--- src/rtl/crcfr_pkg.sv ---
// ----------------------------------------------------------------------------
// crcfr_pkg
// Shared constants, types and the byte-wide CRC-16/MODBUS step for the
// framed command receiver.
// ----------------------------------------------------------------------------
package crcfr_pkg;

  localparam int FRAME_BYTES = 38;
  localparam int POS_W       = $clog2(FRAME_BYTES);

  localparam logic [POS_W-1:0] POS_HUNT   = POS_W'(0);
  localparam logic [POS_W-1:0] POS_SYNC2  = POS_W'(1);
  localparam logic [POS_W-1:0] POS_CMD    = POS_W'(2);
  localparam logic [POS_W-1:0] POS_PARAM  = POS_W'(3);
  localparam logic [POS_W-1:0] POS_CRC_LO = POS_W'(FRAME_BYTES - 2);
  localparam logic [POS_W-1:0] POS_LAST   = POS_W'(FRAME_BYTES - 1);

  localparam logic [7:0]  SYNC_FIRST  = 8'h55;
  localparam logic [7:0]  SYNC_SECOND = 8'hAA;
  localparam logic [15:0] CRC_INIT    = 16'hFFFF;
  localparam logic [15:0] CRC_POLY    = 16'hA001;

  localparam logic [7:0] CMD_PUMP_STOP  = 8'h01;
  localparam logic [7:0] CMD_PUMP_START = 8'h02;
  localparam logic [7:0] CMD_PUMP_POWER = 8'h03;
  localparam logic [7:0] CMD_LIGHT_SET  = 8'h10;
  localparam logic [7:0] CMD_LIGHT_OFF  = 8'h11;

  localparam logic [7:0] LIGHT_MODE_OFF = 8'hFF;
  localparam logic [7:0] PUMP_DEFAULT   = 8'd60;
  localparam logic [7:0] PUMP_MAX       = 8'd100;

  // end-of-frame event from the framer to the command stage
  typedef struct packed {
    logic       done;
    logic       crc_ok;
    logic [7:0] cmd;
    logic [7:0] param;
  } frame_evt_t;

  function automatic logic [15:0] crc_feed(logic [15:0] crc, logic [7:0] b);
    logic [15:0] c;
    c = crc ^ {8'h00, b};
    for (int k = 0; k < 8; k++) begin
      c = c[0] ? ((c >> 1) ^ CRC_POLY) : (c >> 1);
    end
    return c;
  endfunction

endpackage

--- src/rtl/crcfr_if.sv ---
// ----------------------------------------------------------------------------
// crcfr_if
// Valid/ready channels: received bytes in, per-frame results out.
// ----------------------------------------------------------------------------
interface crcfr_in_if;
  logic       valid;
  logic       ready;
  logic [7:0] rx_byte;

  modport source (output valid, output rx_byte, input ready);
  modport sink   (input valid, input rx_byte, output ready);
endinterface

interface crcfr_out_if;
  logic        valid;
  logic        ready;
  logic        crc_ok;
  logic        command_known;
  logic        pump_on;
  logic        pump_manual;
  logic [6:0]  pump_power;
  logic        light_on;
  logic [7:0]  light_mode;
  logic [31:0] good_frames;
  logic [31:0] bad_frames;

  modport source (output valid, output crc_ok, output command_known, output pump_on,
                  output pump_manual, output pump_power, output light_on,
                  output light_mode, output good_frames, output bad_frames,
                  input ready);
  modport sink   (input valid, input crc_ok, input command_known, input pump_on,
                  input pump_manual, input pump_power, input light_on,
                  input light_mode, input good_frames, input bad_frames,
                  output ready);
endinterface

--- src/rtl/crc_framed_command_receiver_top.sv ---
// ----------------------------------------------------------------------------
// crc_framed_command_receiver_top
// A frame's result is registered and valid in the cycle after its last byte transfer.
// Throughput: one byte per cycle; the last byte of a frame waits only while
// the previous frame's result is still untaken at the output register.
// Reset (async, active low): hunts for sync, crc reseeded, settings and
// frame counters cleared, no result pending.
// ----------------------------------------------------------------------------
module crc_framed_command_receiver_top (
  input  logic        clk_i,
  input  logic        rst_ni,
  crcfr_in_if.sink    in_i,
  crcfr_out_if.source out_o
);

  logic                  accept;
  logic                  at_last;
  crcfr_pkg::frame_evt_t evt;

  // only a frame-ending byte needs the result slot
  assign in_i.ready = ~(at_last & out_o.valid & ~out_o.ready);
  assign accept     = in_i.valid & in_i.ready;

  crcfr_framer u_framer (
    .clk_i     (clk_i),
    .rst_ni    (rst_ni),
    .accept_i  (accept),
    .rx_byte_i (in_i.rx_byte),
    .at_last_o (at_last),
    .evt_o     (evt)
  );

  crcfr_apply u_apply (
    .clk_i  (clk_i),
    .rst_ni (rst_ni),
    .evt_i  (evt),
    .out_o  (out_o)
  );

endmodule

--- src/rtl/crcfr_framer.sv ---
// ----------------------------------------------------------------------------
// crcfr_framer
// Sync hunt, byte position tracking and running CRC from the first sync byte up to the CRC field.
// Flags the end of each frame together with the CRC verdict.
// ----------------------------------------------------------------------------
module crcfr_framer (
  input  logic                  clk_i,
  input  logic                  rst_ni,
  input  logic                  accept_i,
  input  logic [7:0]            rx_byte_i,
  output logic                  at_last_o,
  output crcfr_pkg::frame_evt_t evt_o
);

  logic [crcfr_pkg::POS_W-1:0] pos_q, pos_d;
  logic [15:0]                 crc_q, crc_d;
  logic [7:0]                  cmd_q, cmd_d;
  logic [7:0]                  param_q, param_d;
  logic [7:0]                  crc_lo_q, crc_lo_d;
  logic [15:0]                 crc_fed;

  assign crc_fed   = crcfr_pkg::crc_feed(crc_q, rx_byte_i);
  assign at_last_o = (pos_q > crcfr_pkg::POS_CRC_LO);

  always_comb begin
    pos_d       = pos_q;
    crc_d       = crc_q;
    cmd_d       = cmd_q;
    param_d     = param_q;
    crc_lo_d    = crc_lo_q;
    evt_o.done   = 1'b0;
    evt_o.crc_ok = ({rx_byte_i, crc_lo_q} == crc_q);
    evt_o.cmd    = cmd_q;
    evt_o.param  = param_q;
    if (accept_i) begin
      if (pos_q == crcfr_pkg::POS_HUNT) begin
        if (rx_byte_i == crcfr_pkg::SYNC_FIRST) begin
          crc_d = crcfr_pkg::crc_feed(crcfr_pkg::CRC_INIT, rx_byte_i);
          pos_d = crcfr_pkg::POS_SYNC2;
        end
      end else if (pos_q == crcfr_pkg::POS_SYNC2) begin
        if (rx_byte_i == crcfr_pkg::SYNC_SECOND) begin
          crc_d = crc_fed;
          pos_d = crcfr_pkg::POS_CMD;
        end else if (rx_byte_i == crcfr_pkg::SYNC_FIRST) begin
          // repeated first sync byte restarts the hunt on this byte
          crc_d = crcfr_pkg::crc_feed(crcfr_pkg::CRC_INIT, rx_byte_i);
          pos_d = crcfr_pkg::POS_SYNC2;
        end else begin
          crc_d = crcfr_pkg::CRC_INIT;
          pos_d = crcfr_pkg::POS_HUNT;
        end
      end else if (pos_q < crcfr_pkg::POS_CRC_LO) begin
        if (pos_q == crcfr_pkg::POS_CMD) begin
          cmd_d = rx_byte_i;
        end
        if (pos_q == crcfr_pkg::POS_PARAM) begin
          param_d = rx_byte_i;
        end
        crc_d = crc_fed;
        pos_d = pos_q + crcfr_pkg::POS_W'(1);
      end else if (pos_q == crcfr_pkg::POS_CRC_LO) begin
        crc_lo_d = rx_byte_i;
        pos_d    = pos_q + crcfr_pkg::POS_W'(1);
      end else begin
        evt_o.done = 1'b1;
        pos_d      = crcfr_pkg::POS_HUNT;
        crc_d      = crcfr_pkg::CRC_INIT;
      end
    end
  end

  always_ff @(posedge clk_i or negedge rst_ni) begin
    if (!rst_ni) begin
      pos_q    <= crcfr_pkg::POS_HUNT;
      crc_q    <= crcfr_pkg::CRC_INIT;
      cmd_q    <= 8'h00;
      param_q  <= 8'h00;
      crc_lo_q <= 8'h00;
    end else begin
      pos_q    <= pos_d;
      crc_q    <= crc_d;
      cmd_q    <= cmd_d;
      param_q  <= param_d;
      crc_lo_q <= crc_lo_d;
    end
  end

  a_pos_range: assert property (@(posedge clk_i) disable iff (!rst_ni)
    pos_q <= crcfr_pkg::POS_LAST)
    else $error("byte position beyond frame end");

  a_hunt_crc_init: assert property (@(posedge clk_i) disable iff (!rst_ni)
    (pos_q == crcfr_pkg::POS_HUNT) |-> (crc_q == crcfr_pkg::CRC_INIT))
    else $error("crc not reseeded while hunting");

endmodule

--- src/rtl/crcfr_apply.sv ---
// ----------------------------------------------------------------------------
// crcfr_apply
// Applies good-CRC commands to the pump and light settings, counts good and
// bad frames, and holds the per-frame result register.
// ----------------------------------------------------------------------------
module crcfr_apply (
  input  logic                  clk_i,
  input  logic                  rst_ni,
  input  crcfr_pkg::frame_evt_t evt_i,
  crcfr_out_if.source           out_o
);

  logic        valid_q, valid_d;
  logic        ok_q, ok_d;
  logic        known_q, known_d;
  logic        pump_en_q, pump_en_d;
  logic        pump_man_q, pump_man_d;
  logic [6:0]  pump_pwr_q, pump_pwr_d;
  logic        light_en_q, light_en_d;
  logic [7:0]  light_mode_q, light_mode_d;
  logic [31:0] good_q, good_d;
  logic [31:0] bad_q, bad_d;
  logic [7:0]  start_pwr;
  logic [6:0]  clamp_param;
  logic [6:0]  clamp_start;

  assign start_pwr   = (evt_i.param == 8'h00) ? crcfr_pkg::PUMP_DEFAULT : evt_i.param;
  assign clamp_param = (evt_i.param > crcfr_pkg::PUMP_MAX) ? crcfr_pkg::PUMP_MAX[6:0]
                                                           : evt_i.param[6:0];
  assign clamp_start = (start_pwr > crcfr_pkg::PUMP_MAX) ? crcfr_pkg::PUMP_MAX[6:0]
                                                         : start_pwr[6:0];

  always_comb begin
    valid_d      = valid_q & ~out_o.ready;
    ok_d         = ok_q;
    known_d      = known_q;
    pump_en_d    = pump_en_q;
    pump_man_d   = pump_man_q;
    pump_pwr_d   = pump_pwr_q;
    light_en_d   = light_en_q;
    light_mode_d = light_mode_q;
    good_d       = good_q;
    bad_d        = bad_q;
    if (evt_i.done) begin
      valid_d = 1'b1;
      ok_d    = evt_i.crc_ok;
      known_d = 1'b0;
      if (evt_i.crc_ok) begin
        good_d = good_q + 32'd1;
        unique case (evt_i.cmd)
          crcfr_pkg::CMD_PUMP_STOP: begin
            known_d    = 1'b1;
            pump_en_d  = 1'b1;
            pump_man_d = 1'b1;
            pump_pwr_d = 7'd0;
          end
          crcfr_pkg::CMD_PUMP_START: begin
            known_d    = 1'b1;
            pump_en_d  = 1'b1;
            pump_man_d = 1'b1;
            pump_pwr_d = clamp_start;
          end
          crcfr_pkg::CMD_PUMP_POWER: begin
            known_d    = 1'b1;
            pump_en_d  = 1'b1;
            pump_man_d = 1'b1;
            pump_pwr_d = clamp_param;
          end
          crcfr_pkg::CMD_LIGHT_SET: begin
            known_d      = 1'b1;
            light_en_d   = 1'b1;
            light_mode_d = evt_i.param;
          end
          crcfr_pkg::CMD_LIGHT_OFF: begin
            known_d      = 1'b1;
            light_mode_d = crcfr_pkg::LIGHT_MODE_OFF;
          end
          default: begin
            known_d = 1'b0;
          end
        endcase
      end else begin
        bad_d = bad_q + 32'd1;
      end
    end
  end

  always_ff @(posedge clk_i or negedge rst_ni) begin
    if (!rst_ni) begin
      valid_q      <= 1'b0;
      ok_q         <= 1'b0;
      known_q      <= 1'b0;
      pump_en_q    <= 1'b0;
      pump_man_q   <= 1'b0;
      pump_pwr_q   <= 7'd0;
      light_en_q   <= 1'b0;
      light_mode_q <= 8'h00;
      good_q       <= 32'd0;
      bad_q        <= 32'd0;
    end else begin
      valid_q      <= valid_d;
      ok_q         <= ok_d;
      known_q      <= known_d;
      pump_en_q    <= pump_en_d;
      pump_man_q   <= pump_man_d;
      pump_pwr_q   <= pump_pwr_d;
      light_en_q   <= light_en_d;
      light_mode_q <= light_mode_d;
      good_q       <= good_d;
      bad_q        <= bad_d;
    end
  end

  // settings only change on a frame end, so they can drive the result directly
  assign out_o.valid         = valid_q;
  assign out_o.crc_ok        = ok_q;
  assign out_o.command_known = known_q;
  assign out_o.pump_on       = pump_en_q;
  assign out_o.pump_manual   = pump_man_q;
  assign out_o.pump_power    = pump_pwr_q;
  assign out_o.light_on      = light_en_q;
  assign out_o.light_mode    = light_mode_q;
  assign out_o.good_frames   = good_q;
  assign out_o.bad_frames    = bad_q;

  a_no_overwrite: assert property (@(posedge clk_i) disable iff (!rst_ni)
    evt_i.done |-> (!valid_q || out_o.ready))
    else $error("frame result overwrites an untaken result");

  a_one_count: assert property (@(posedge clk_i) disable iff (!rst_ni)
    evt_i.done |=> ((good_q + bad_q) == ($past(good_q + bad_q) + 32'd1)))
    else $error("frame not counted exactly once");

  a_known_needs_ok: assert property (@(posedge clk_i) disable iff (!rst_ni)
    valid_q |-> (!known_q || ok_q))
    else $error("command applied on bad crc");

endmodule
--- src/flat_wrapper.sv ---
// flat-port wrapper written by rule: the top's interface ports become plain ports
module crc_framed_command_receiver_top_flat 
  (clk_i, rst_ni, in_i_valid, in_i_rx_byte, in_i_ready, out_o_valid, out_o_crc_ok, out_o_command_known, out_o_pump_on, out_o_pump_manual, out_o_pump_power, out_o_light_on, out_o_light_mode, out_o_good_frames, out_o_bad_frames, out_o_ready);
  crcfr_in_if in_i_i ();
  crcfr_out_if out_o_i ();
  input  logic clk_i;
  input  logic rst_ni;
  input wire logic [$bits(in_i_i.valid)-1:0] in_i_valid;
  input wire logic [$bits(in_i_i.rx_byte)-1:0] in_i_rx_byte;
  output wire logic [$bits(in_i_i.ready)-1:0] in_i_ready;
  output wire logic [$bits(out_o_i.valid)-1:0] out_o_valid;
  output wire logic [$bits(out_o_i.crc_ok)-1:0] out_o_crc_ok;
  output wire logic [$bits(out_o_i.command_known)-1:0] out_o_command_known;
  output wire logic [$bits(out_o_i.pump_on)-1:0] out_o_pump_on;
  output wire logic [$bits(out_o_i.pump_manual)-1:0] out_o_pump_manual;
  output wire logic [$bits(out_o_i.pump_power)-1:0] out_o_pump_power;
  output wire logic [$bits(out_o_i.light_on)-1:0] out_o_light_on;
  output wire logic [$bits(out_o_i.light_mode)-1:0] out_o_light_mode;
  output wire logic [$bits(out_o_i.good_frames)-1:0] out_o_good_frames;
  output wire logic [$bits(out_o_i.bad_frames)-1:0] out_o_bad_frames;
  input wire logic [$bits(out_o_i.ready)-1:0] out_o_ready;
  assign in_i_i.valid = in_i_valid;
  assign in_i_i.rx_byte = in_i_rx_byte;
  assign in_i_ready = in_i_i.ready;
  assign out_o_valid = out_o_i.valid;
  assign out_o_crc_ok = out_o_i.crc_ok;
  assign out_o_command_known = out_o_i.command_known;
  assign out_o_pump_on = out_o_i.pump_on;
  assign out_o_pump_manual = out_o_i.pump_manual;
  assign out_o_pump_power = out_o_i.pump_power;
  assign out_o_light_on = out_o_i.light_on;
  assign out_o_light_mode = out_o_i.light_mode;
  assign out_o_good_frames = out_o_i.good_frames;
  assign out_o_bad_frames = out_o_i.bad_frames;
  assign out_o_i.ready = out_o_ready;
  crc_framed_command_receiver_top u_core (.clk_i(clk_i), .rst_ni(rst_ni), .in_i(in_i_i), .out_o(out_o_i));
endmodule
--- config.mk ---
export PLATFORM = sky130hd
export DESIGN_NAME = crc_framed_command_receiver_top_flat
export DESIGN_NICKNAME = d
export VERILOG_FILES = /design/src/rtl/crcfr_pkg.sv /design/src/rtl/crcfr_if.sv /design/src/rtl/crc_framed_command_receiver_top.sv /design/src/rtl/crcfr_framer.sv /design/src/rtl/crcfr_apply.sv /design/src/flat_wrapper.sv
export SDC_FILE = /design/constraint.sdc
export NUM_CORES = 1
export LEC_CHECK = 0
export ABC_AREA = 1
export BUFFER_PORTS_ARGS = -buffer_cell sky130_fd_sc_hd__buf_2
export CORE_MARGIN = 4
export CORE_UTILIZATION = 63
export DETAILED_ROUTE_END_ITERATION = 10
export PLACE_DENSITY = 0.82
export SYNTH_ARGS = -nofsm -noshare
export SYNTH_HDL_FRONTEND = slang
export SYNTH_SLANG_ARGS = --single-unit
--- constraint.sdc ---
create_clock -name clk_i -period 5.4 [get_ports clk_i]
set_input_delay 1.08 -clock clk_i [delete_from_list [all_inputs] [get_ports clk_i]]
set_output_delay 1.08 -clock clk_i [all_outputs]
set_load 0.005 [all_outputs]
==> impl_metrics.tcl, run 1 <==
set metrics [dict create \
    status "completed" \
    ant_nets 0 \
    finalPower_mw 4.17 \
    cts_resized 0 \
    io_pins 98 \
    r2r-start "u_core.u_framer.pos_q[0]" \
    ir_worst_vdd_uv 380 \
    fin_skew_ns 0.00836 \
    drtIter0Drc 590 \
    setup_tns_ns 0 \
    hold_start "u_core.u_apply.out_o.light_mode[5]" \
    netlist.area_leader.share_pct 36.3 \
    clock-sinks 130 \
    totalWireLength_um 19500 \
    clockBufferDepth 2 \
    synthCells 1024 \
    dieArea_sq_um 14300 \
    dieHeight_um 120 \
    pwr-share-seq_pct 37.1 \
    setup_viol 0 \
    via_per_inst 5.49 \
    antenna_found_initial 0 \
    min_to "u_core.u_apply.out_o.light_mode[5]" \
    cp.arrival_ns 3.42 \
    drv_slew 0 \
    intPower_mw 2.59 \
    gp_congestion 0.952 \
    root_buffer "clkbuf_16" \
    syn_nets 1050 \
    combPwrFrac_pct 32.7 \
    p_leak_nw 4.63 \
    cts_buffers 17 \
    synth_edf_count 0 \
    swShare_pct 37.8 \
    synth_top_area_cell "dfrtp_1" \
    holdWs_ns 0.486 \
    synthTopCellsByArea "dfrtp_1, nand2_1, xor2_1" \
    fmax_ghz 0.327 \
    synth_seq_area_share_pct 41.7 \
    tightest_slew_ns 0.906 \
    worstHoldPathType "reg -> reg" \
    reg2reg_slack_ns 2.50 \
    p_per_area_nw_per_um2 460 \
    row_count 40 \
    critPathRequiredTime_ns 5.76 \
    slew_headroom_pct 39.6 \
    p_sw_mw 1.58 \
    dr.max_layer_used "met4" \
    hold_buffers 0 \
    overflow 0 \
    place_area_sq_um 8420 \
    die_w_um 120 \
    synth.cell_area_sq_um 7850 \
    io_buffers 97 \
    drc 0 \
    h-tree-depth 4 \
    min_path_cells 2 \
    route.met3.wl_um 1330 \
    place_ws_ns 1.97 \
    core_sq_um 12100 \
    rsz0062_at_grt "false" \
    setup_slack_ns 2.34 \
    postSynth.asyncResetShare_pct 100 \
    nets 1146 \
    min_period_ns 3.06 \
    via_count 7145 \
    first_pass_iters 8 \
    grt_pass1_wl_um 31900 \
    hpwl_um 14500 \
    ys.warnings.count 0 \
    dp.cells 1269 \
    wl_met2_um 9470 \
    path_max_fanout 32 \
    fin_area_sq_um 9070 \
    start_util_pct 64.8 \
    post_cts_buffers 0 \
    rr_endpoint "u_core.u_apply.out_o.bad_frames[21]" \
    yosysUniqueCellTypes 47 \
    end_kind "flop" \
    synth-seq-cells 130 \
    yosys_most_used_dff "dfrtp_1" \
    clock_latency_ns 0.43 \
    synth.avg_cell_area_sq_um 7.67 \
    finish.utilization_pct 74.9 \
    final_cells 1301 \
    period_share_pct 56.6 \
    grt_pass1_vias 6662 \
    grt_max_degree 95 \
    cap_violations 0 \
    clkPwrFrac_pct 30.2 \
    met1_length_um 8340 \
    critical_path_class "in -> reg" \
    hold_violations 0 \
    cts.clk_slew.worst_paths_ns 0.06 \
    startpoint_type "input pin" \
    drive_gt1_share_pct 16.6 \
    syn2layout_area_growth_pct 15.5 \
    wl_per_cell_um 15.0 \
    cts_tree "yes" \
    grt_use_total_pct 27.7 \
    reg2reg_depth 12 \
    antenna_cells 0 \
]
[registers in the layout, indices dropped and copies added, names as in the netlist]
register,count
u_core.u_apply.out_o.valid,1
u_core.u_apply.out_o.pump_power,7
u_core.u_apply.out_o.pump_manual,1
u_core.u_framer.param_q,8
u_core.u_apply.out_o.light_mode,8
u_core.u_apply.out_o.bad_frames,32
u_core.u_apply.out_o.light_on,1
u_core.u_framer.crc_q,16
u_core.u_framer.pos_q,6
u_core.u_apply.out_o.command_known,1
u_core.u_apply.out_o.crc_ok,1
u_core.u_apply.out_o.good_frames,32
u_core.u_framer.crc_lo_q,8
u_core.u_framer.cmd_q,8
[synthesized netlist by cell type (2+ instances only)]
master / number
or2_2: 2
nor3_1: 35
nor4_1: 18
nor3b_1: 2
ha_1: 14
o221ai_1: 3
dfstp_2: 16
nor2_4: 9
nand3_1: 44
xnor2_1: 9
nand4_2: 3
o22ai_1: 2
a31oi_1: 4
nor4_4: 2
buf_4: 4
inv_1: 93
nand2_1: 329
inv_4: 2
o21ai_0: 51
nor2_2: 5
xor2_1: 76
clkbuf_1: 5
nand2_4: 4
nor2_1: 78
buf_2: 7
inv_2: 10
nand4_1: 15
buf_6: 5
a21oi_1: 3
o21ai_1: 44
dfrtp_1: 114
[per-layer routing]
layer	vias up	global-route usage, %
met1	3328	36.6
met5	-	0
li1	3504	-
met2	271	45.2
met3	42	6.13
met4	0	9.88
[cells in the final DEF (no fill, tap or decap), drive strengths merged, types with 3 or more instances in the layout]
cell,count
nand2,334
dfrtp,114
inv,105
buf,99
o21ai,97
nor2,92
xor2,76
nand3,44
nor3,37
clkbuf,22
nor4,20
nand4,18
dfstp,16
ha,14
xnor2,9
bufinv,5
a31oi,4
a21oi,3
o221ai,3
clkinv,3
or2,3
[worst max-delay path, stage by stage]
cell and delay, ns:
buf_2 0.16, inv_2 0.13, nor2_2 0.06, nor4_4 0.30, nand4_2 0.20, nor2_4 0.38
nand2_4 0.36, inv_2 0.51, nand2_1 0.13, nand2_1 0.10
[cells by family after synthesis]
family	Yosys count	synth area share, %
compound gates	115	8.17
xor+xnor	85	9.48
fa+ha+maj	14	2.23
buf+inv	127	6.93
flops	130	41.7
simple gates	553	31.5
[power by group through the flow]
stage / sequential, mW / clock, mW / combinational [mW]
global route: 1.59 / 1.31 / 1.55
floorplan: 1.48 / 0 / 1.01
global placement: 1.55 / 0 / 1.32
CTS: 1.54 / 1.26 / 1.36
finish: 1.55 / 1.26 / 1.36
detailed placement: 1.55 / 0 / 1.35
[how the worst max path moves through the flow]
stage / slack (ns) / start / depth (start not counted) / end
after global placement: 2.02 / in_i_rx_byte[0] / 10 / u_core.u_apply.out_o.command_known
after CTS: 2.37 / in_i_rx_byte[0] / 10 / u_core.u_apply.out_o.good_frames[21]
final: 2.34 / in_i_rx_byte[0] / 10 / u_core.u_apply.out_o.good_frames[21]
after detailed placement: 1.97 / in_i_rx_byte[0] / 10 / u_core.u_apply.out_o.good_frames[11]
after floorplan: 2.82 / in_i_rx_byte[0] / 13 / u_core.u_framer.crc_q[0]
after global routing: 2.20 / in_i_rx_byte[0] / 10 / u_core.u_apply.out_o.good_frames[19]
[cell type report]
class / count / area (sq um)
clock buffer: 22 / 464
sequential: 130 / 3270
fill: 976 / 3040
multi-input combinational: 767 / 4040
timing repair buffer: 99 / 507
inverter: 105 / 399
tap: 168 / 210
clock inverter: 10 / 180
Power figures use the tool's default switching activity.
==> inputs of run 2 (changes only) <==
--- a/config.mk
+++ b/config.mk
@@ -8,9 +8,9 @@
 export ABC_AREA = 1
 export BUFFER_PORTS_ARGS = -buffer_cell sky130_fd_sc_hd__buf_2
 export CORE_MARGIN = 4
-export CORE_UTILIZATION = 63
+export CORE_UTILIZATION = 59
 export DETAILED_ROUTE_END_ITERATION = 10
-export PLACE_DENSITY = 0.82
+export PLACE_DENSITY = 0.77
 export SYNTH_ARGS = -nofsm -noshare
 export SYNTH_HDL_FRONTEND = slang
 export SYNTH_SLANG_ARGS = --single-unit
==> constraint.sdc (replaced) <==
create_clock -name clk_i -period 2.95 [get_ports clk_i]
set_input_delay 0.59 -clock clk_i [delete_from_list [all_inputs] [get_ports clk_i]]
set_output_delay 0.59 -clock clk_i [all_outputs]
set_load 0.005 [all_outputs]
==> impl_metrics.tcl, run 2 (synthesized netlist as in run 1, its figures left out) <==
set metrics [dict create \
    worstHoldPathType "in -> async" \
    rsz0062_at_grt "false" \
    ir_worst_vdd_uv 620 \
    final_cell_mix "nand2_1, dfrtp_1, buf_2" \
    core_sq_um 12800 \
    drv_slew 0 \
    drtIter0Drc 642 \
    antenna_cells 0 \
    wl_met2_um 9450 \
    setup_viol 0 \
    reg2reg_depth 13 \
    period_share_pct 81.0 \
    hold_buffers 0 \
    dr.max_layer_used "met4" \
    rr_endpoint "u_core.u_apply.out_o.bad_frames[28]" \
    status "completed" \
    tightest_slew_ns 1.02 \
    drc 0 \
    cts_tree "yes" \
    root_buffer "clkbuf_16" \
    h-tree-depth 4 \
    ant_nets 0 \
    grt_pass1_wl_um 32900 \
    nFillCells 1071 \
    nets 1154 \
    gp_congestion 0.953 \
    wl_per_cell_um 15.0 \
    reg2reg_slack_ns 0.56 \
    grt_use_total_pct 27.4 \
    row_count 41 \
    path_max_fanout 20 \
    cts_buffers 17 \
    route.met3.wl_um 1100 \
    met1_length_um 8790 \
    die_w_um 123 \
    final_cells 1313 \
    critical_path_class "reg -> reg" \
    clock_latency_ns 0.43 \
    dieArea_sq_um 15200 \
    p_leak_nw 4.65 \
    io_buffers 97 \
    cts.clk_slew.worst_paths_ns 0.06 \
    clock-sinks 130 \
    via_per_inst 5.42 \
    startpoint_type "flop" \
    clockBufferDepth 2 \
    overflow 0 \
    grt_pass1_vias 6816 \
    first_pass_iters 5 \
    dieHeight_um 123 \
    hold_violations 0 \
    layout.cells.most_common "nand2_1" \
    end_kind "flop" \
    fin_skew_ns 0.00917 \
    p_per_area_nw_per_um2 823 \
    cts_resized 0 \
    critPathRequiredTime_ns 3.28 \
    slew_headroom_pct 31.3 \
    min_period_ns 2.39 \
    fmax_ghz 0.418 \
    r2r-start "u_core.u_framer.pos_q[0]" \
    via_count 7119 \
    start_util_pct 61.2 \
    drive_gt1_share_pct 17.4 \
    dp.cells 1281 \
    io_pins 98 \
    cap_violations 0 \
    cp.arrival_ns 2.72 \
    hpwl_um 14700 \
    grt_max_degree 71 \
    syn2layout_area_growth_pct 15.8 \
    totalWireLength_um 19700 \
    post_cts_buffers 0 \
    setup_tns_ns 0 \
    antenna_found_initial 0 \
]
## run 2: per-layer routing
| metal | vias to the layer above | global-route usage [%] |
|---|---|---|
| met4 | 0 | 8.17 |
| met3 | 29 | 5.95 |
| li1 | 3507 | - |
| met5 | - | 0 |
| met2 | 208 | 45.3 |
| met1 | 3375 | 36.3 |
## run 2: stage by stage
stage | power, mW | utilization, % | setup slack, ns | hold WS (ns) | instance area [sq um]
6_report | 7.49 | 70.9 | 0.560 | 0.165 | 9090
5_1_grt | 7.99 | 70.9 | 0.324 | 0.212 | 9090
4_1_cts | 7.49 | 70.9 | 0.535 | 0.194 | 9090
3_5_place_dp | 5.35 | 66.3 | 0.538 | 0.459 | 8500
3_3_place_gp | 5.30 | 66.3 | 0.554 | 0.449 | 8500
2_1_floorplan | 4.56 | - | 0.858 | 0.294 | 7850
## run 2: worst max path at each step
stage / start / end / slack, ns / cells after the start
floorplan: in_i_rx_byte[0] / u_core.u_framer.crc_q[0] / 0.86 / 13
global placement: in_i_rx_byte[0] / u_core.u_framer.crc_q[0] / 0.55 / 14
detailed placement: in_i_rx_byte[0] / u_core.u_framer.crc_q[0] / 0.54 / 14
CTS: u_core.u_framer.pos_q[0] / u_core.u_apply.out_o.bad_frames[28] / 0.53 / 13
global route: u_core.u_framer.pos_q[0] / u_core.u_apply.out_o.bad_frames[28] / 0.32 / 13
finish: u_core.u_framer.pos_q[0] / u_core.u_apply.out_o.bad_frames[28] / 0.56 / 13
## run 2: critical path, stage by stage (launching register included)
cell and delay, ns:
dfrtp_1 0.43, inv_1 0.12, ha_1 0.15, inv_1 0.07
nor3_4 0.25, nor2_4 0.08, nand2_4 0.08, nand2_4 0.06
inv_4 0.07, nand2_4 0.13, nor2_2 0.37, buf_4 0.30
nand2_1 0.07, o21ai_1 0.10
## run 2: final cells by class
class	instances	area (sq um)	area share [%]
Timing Repair Buffer	107	579	6.37
Tap cell	172	215	2.37
Clock inverter	13	150	1.65
Sequential cell	130	3270	36.0
Clock buffer	19	443	4.87
Inverter	105	399	4.39
Multi-Input combinational cell	767	4040	44.4
## run 2: report_power, final
group,internal (mW),switching (mW)
Sequential,2.31,0.512
Combinational,0.933,1.62
Clock,1.28,0.832
==> inputs of run 3 (changes only) <==
--- a/config.mk
+++ b/config.mk
@@ -8,9 +8,9 @@
 export ABC_AREA = 1
 export BUFFER_PORTS_ARGS = -buffer_cell sky130_fd_sc_hd__buf_2
 export CORE_MARGIN = 4
-export CORE_UTILIZATION = 59
+export CORE_UTILIZATION = 53
 export DETAILED_ROUTE_END_ITERATION = 10
-export PLACE_DENSITY = 0.77
+export PLACE_DENSITY = 0.73
 export SYNTH_ARGS = -nofsm -noshare
 export SYNTH_HDL_FRONTEND = slang
 export SYNTH_SLANG_ARGS = --single-unit
==> constraint.sdc (replaced) <==
create_clock -name clk_i -period 2.1 [get_ports clk_i]
set_input_delay 0.42 -clock clk_i [delete_from_list [all_inputs] [get_ports clk_i]]
set_output_delay 0.42 -clock clk_i [all_outputs]
set_load 0.005 [all_outputs]
==> impl_metrics.tcl, run 3 (synthesized netlist as in run 1, its figures left out) <==
set metrics [dict create \
    status "completed" \
    p_leak_nw 4.92 \
    path_max_fanout 7 \
    final_cell_mix "nand2_1, dfrtp_1, buf_2" \
    fin_skew_ns 0.00885 \
    via_count 7329 \
    period_share_pct 95.1 \
    min_period_ns 2.00 \
    grt_busiest_layer "met2" \
    dieArea_sq_um 16800 \
    hold_violations 0 \
    overflow 0 \
    r2r-start "u_core.u_framer.pos_q[4]" \
    clock_latency_ns 0.43 \
    io_buffers 97 \
    seq_area_sq_um 3270 \
    setup_viol 0 \
    worstHoldPathType "in -> reg" \
    hpwl_um 15400 \
    dieHeight_um 130 \
    use_met1_pct 31.9 \
    slew_headroom_pct 64.6 \
    layout.cells.most_common "nand2_1" \
    multi_input_area_sq_um 4070 \
    hold_start "out_o_ready" \
    h-tree-depth 4 \
    rr_endpoint "u_core.u_apply.out_o.pump_power[1]" \
    fmax_ghz 0.501 \
    gp_congestion 0.938 \
    row_count 44 \
    syn2layout_area_growth_pct 22.4 \
    clockBufferDepth 2 \
    drive_gt1_share_pct 21.2 \
    wl_per_cell_um 14.6 \
    io_pins 98 \
    p_per_area_nw_per_um2 1130 \
    ir_worst_vdd_uv 860 \
    gr-usage-met2_pct 41.1 \
    grt_max_degree 38 \
    grt_pass1_wl_um 33100 \
    start_util_pct 54.0 \
    ant_nets 0 \
    reg2reg_slack_ns 0.10 \
    critPathRequiredTime_ns 2.46 \
    drtIter0Drc 462 \
    via_per_inst 5.32 \
    root_buffer "clkbuf_16" \
    post_cts_buffers 0 \
    nFillCells 1256 \
    cp.arrival_ns 2.36 \
    drc 0 \
    startpoint_type "flop" \
    min_path_cells 2 \
    core_sq_um 14500 \
    cts_buffers 17 \
    min_to "u_core.u_apply.out_o.valid" \
    clock-sinks 130 \
    nets 1207 \
    die_w_um 130 \
    end_kind "flop" \
    grt_use_total_pct 24.6 \
    drv_slew 0 \
    antenna_found_initial 0 \
    reg2reg_depth 14 \
    antenna_cells 0 \
    place_area_sq_um 8970 \
    first_pass_iters 5 \
    grt_pass1_vias 6948 \
    totalWireLength_um 20100 \
    cts_tree "yes" \
    cap_violations 0 \
    fin_area_sq_um 9610 \
    cts.clk_slew.worst_paths_ns 0.06 \
    tightest_slew_ns 0.526 \
    critical_path_class "reg -> reg" \
    setup_tns_ns 0 \
    grt_use_met3_pct 4.71 \
]
## run 3: changes by cell type in the layout (fill, tap and decap cells not counted), sizes merged
cell,change
clkinv,+1
buf,+52
dlygate4sd3,+1
inv,-4
clkbuf,+3
## run 3: how the worst max path moves through the flow
stage / from / to / slack [ns]
6_report: u_core.u_framer.pos_q[4] / u_core.u_apply.out_o.pump_power[1] / 0.10
5_1_grt: u_core.u_framer.pos_q[4] / u_core.u_apply.out_o.good_frames[4] / -0.0007
4_1_cts: u_core.u_framer.pos_q[0] / u_core.u_apply.out_o.pump_power[1] / 0.01
3_5_place_dp: u_core.u_framer.pos_q[0] / u_core.u_apply.out_o.bad_frames[21] / -0.003
3_3_place_gp: in_i_rx_byte[0] / u_core.u_framer.crc_q[0] / 0.04
2_1_floorplan: u_core.u_framer.pos_q[0] / u_core.u_apply.out_o.light_mode[2] / 0.18
## run 3: where the power goes
group	leakage [nW]	internal [mW]	switching [mW]
logic	2.99	1.59	2.37
clock network	0.280	1.80	1.10
registers	1.65	3.25	0.707
total	4.92	6.64	4.18
## run 3: area by class of cell
| cell class | count | area share, % |
|---|---|---|
| well taps | 184 | 2.40 |
| repair buffers | 160 | 11.1 |
| clock inverters | 10 | 1.13 |
| flip-flops and latches | 130 | 34.1 |
| multi-input cells | 767 | 42.3 |
| inverters | 105 | 4.18 |
| clock buffers | 22 | 4.83 |
## run 3: per-layer routing
metal / up-vias / routed length, um
li1: 3629 / -
met1: 3460 / 8920
met2: 196 / 9700
met3: 44 / 916
met4: 0 / 536
met5: - / 0
## run 3: repair_timing
item	4_1_cts	5_1_grt
setup endpoints to repair	7	60
hold endpoints to repair	31	0
pin swaps	0	4
hold buffers	1	0
gates resized for setup	2	12
## run 3: critical path: stages (launching register included)
cell,delay (ns)
dfrtp_2,0.44
inv_2,0.10
nand3_4,0.08
nor3_4,0.24
nor2_4,0.06
nand2_4,0.07
nand2_4,0.06
inv_4,0.06
nand2_4,0.06
buf_4,0.15
inv_6,0.09
nand2_4,0.08
nor2_2,0.25
nand3_1,0.12
nand2_1,0.08
## run 3: stage by stage
stage | utilization (%) | cells | power (mW) | hold slack, ns | worst slack [ns]
3_5_place_dp | 61.7 | 1345 | 7.87 | 0.341 | -0.00339
3_3_place_gp | 61.7 | 1345 | 7.77 | 0.339 | 0.0357
6_report | 66.1 | 1378 | 10.8 | 0.209 | 0.103
2_1_floorplan | - | 1024 | 6.41 | 0.124 | 0.176
5_1_grt | 66.1 | 1378 | 11.6 | 0.224 | -0.000725
4_1_cts | 65.8 | 1378 | 10.8 | 0.192 | 0.0106
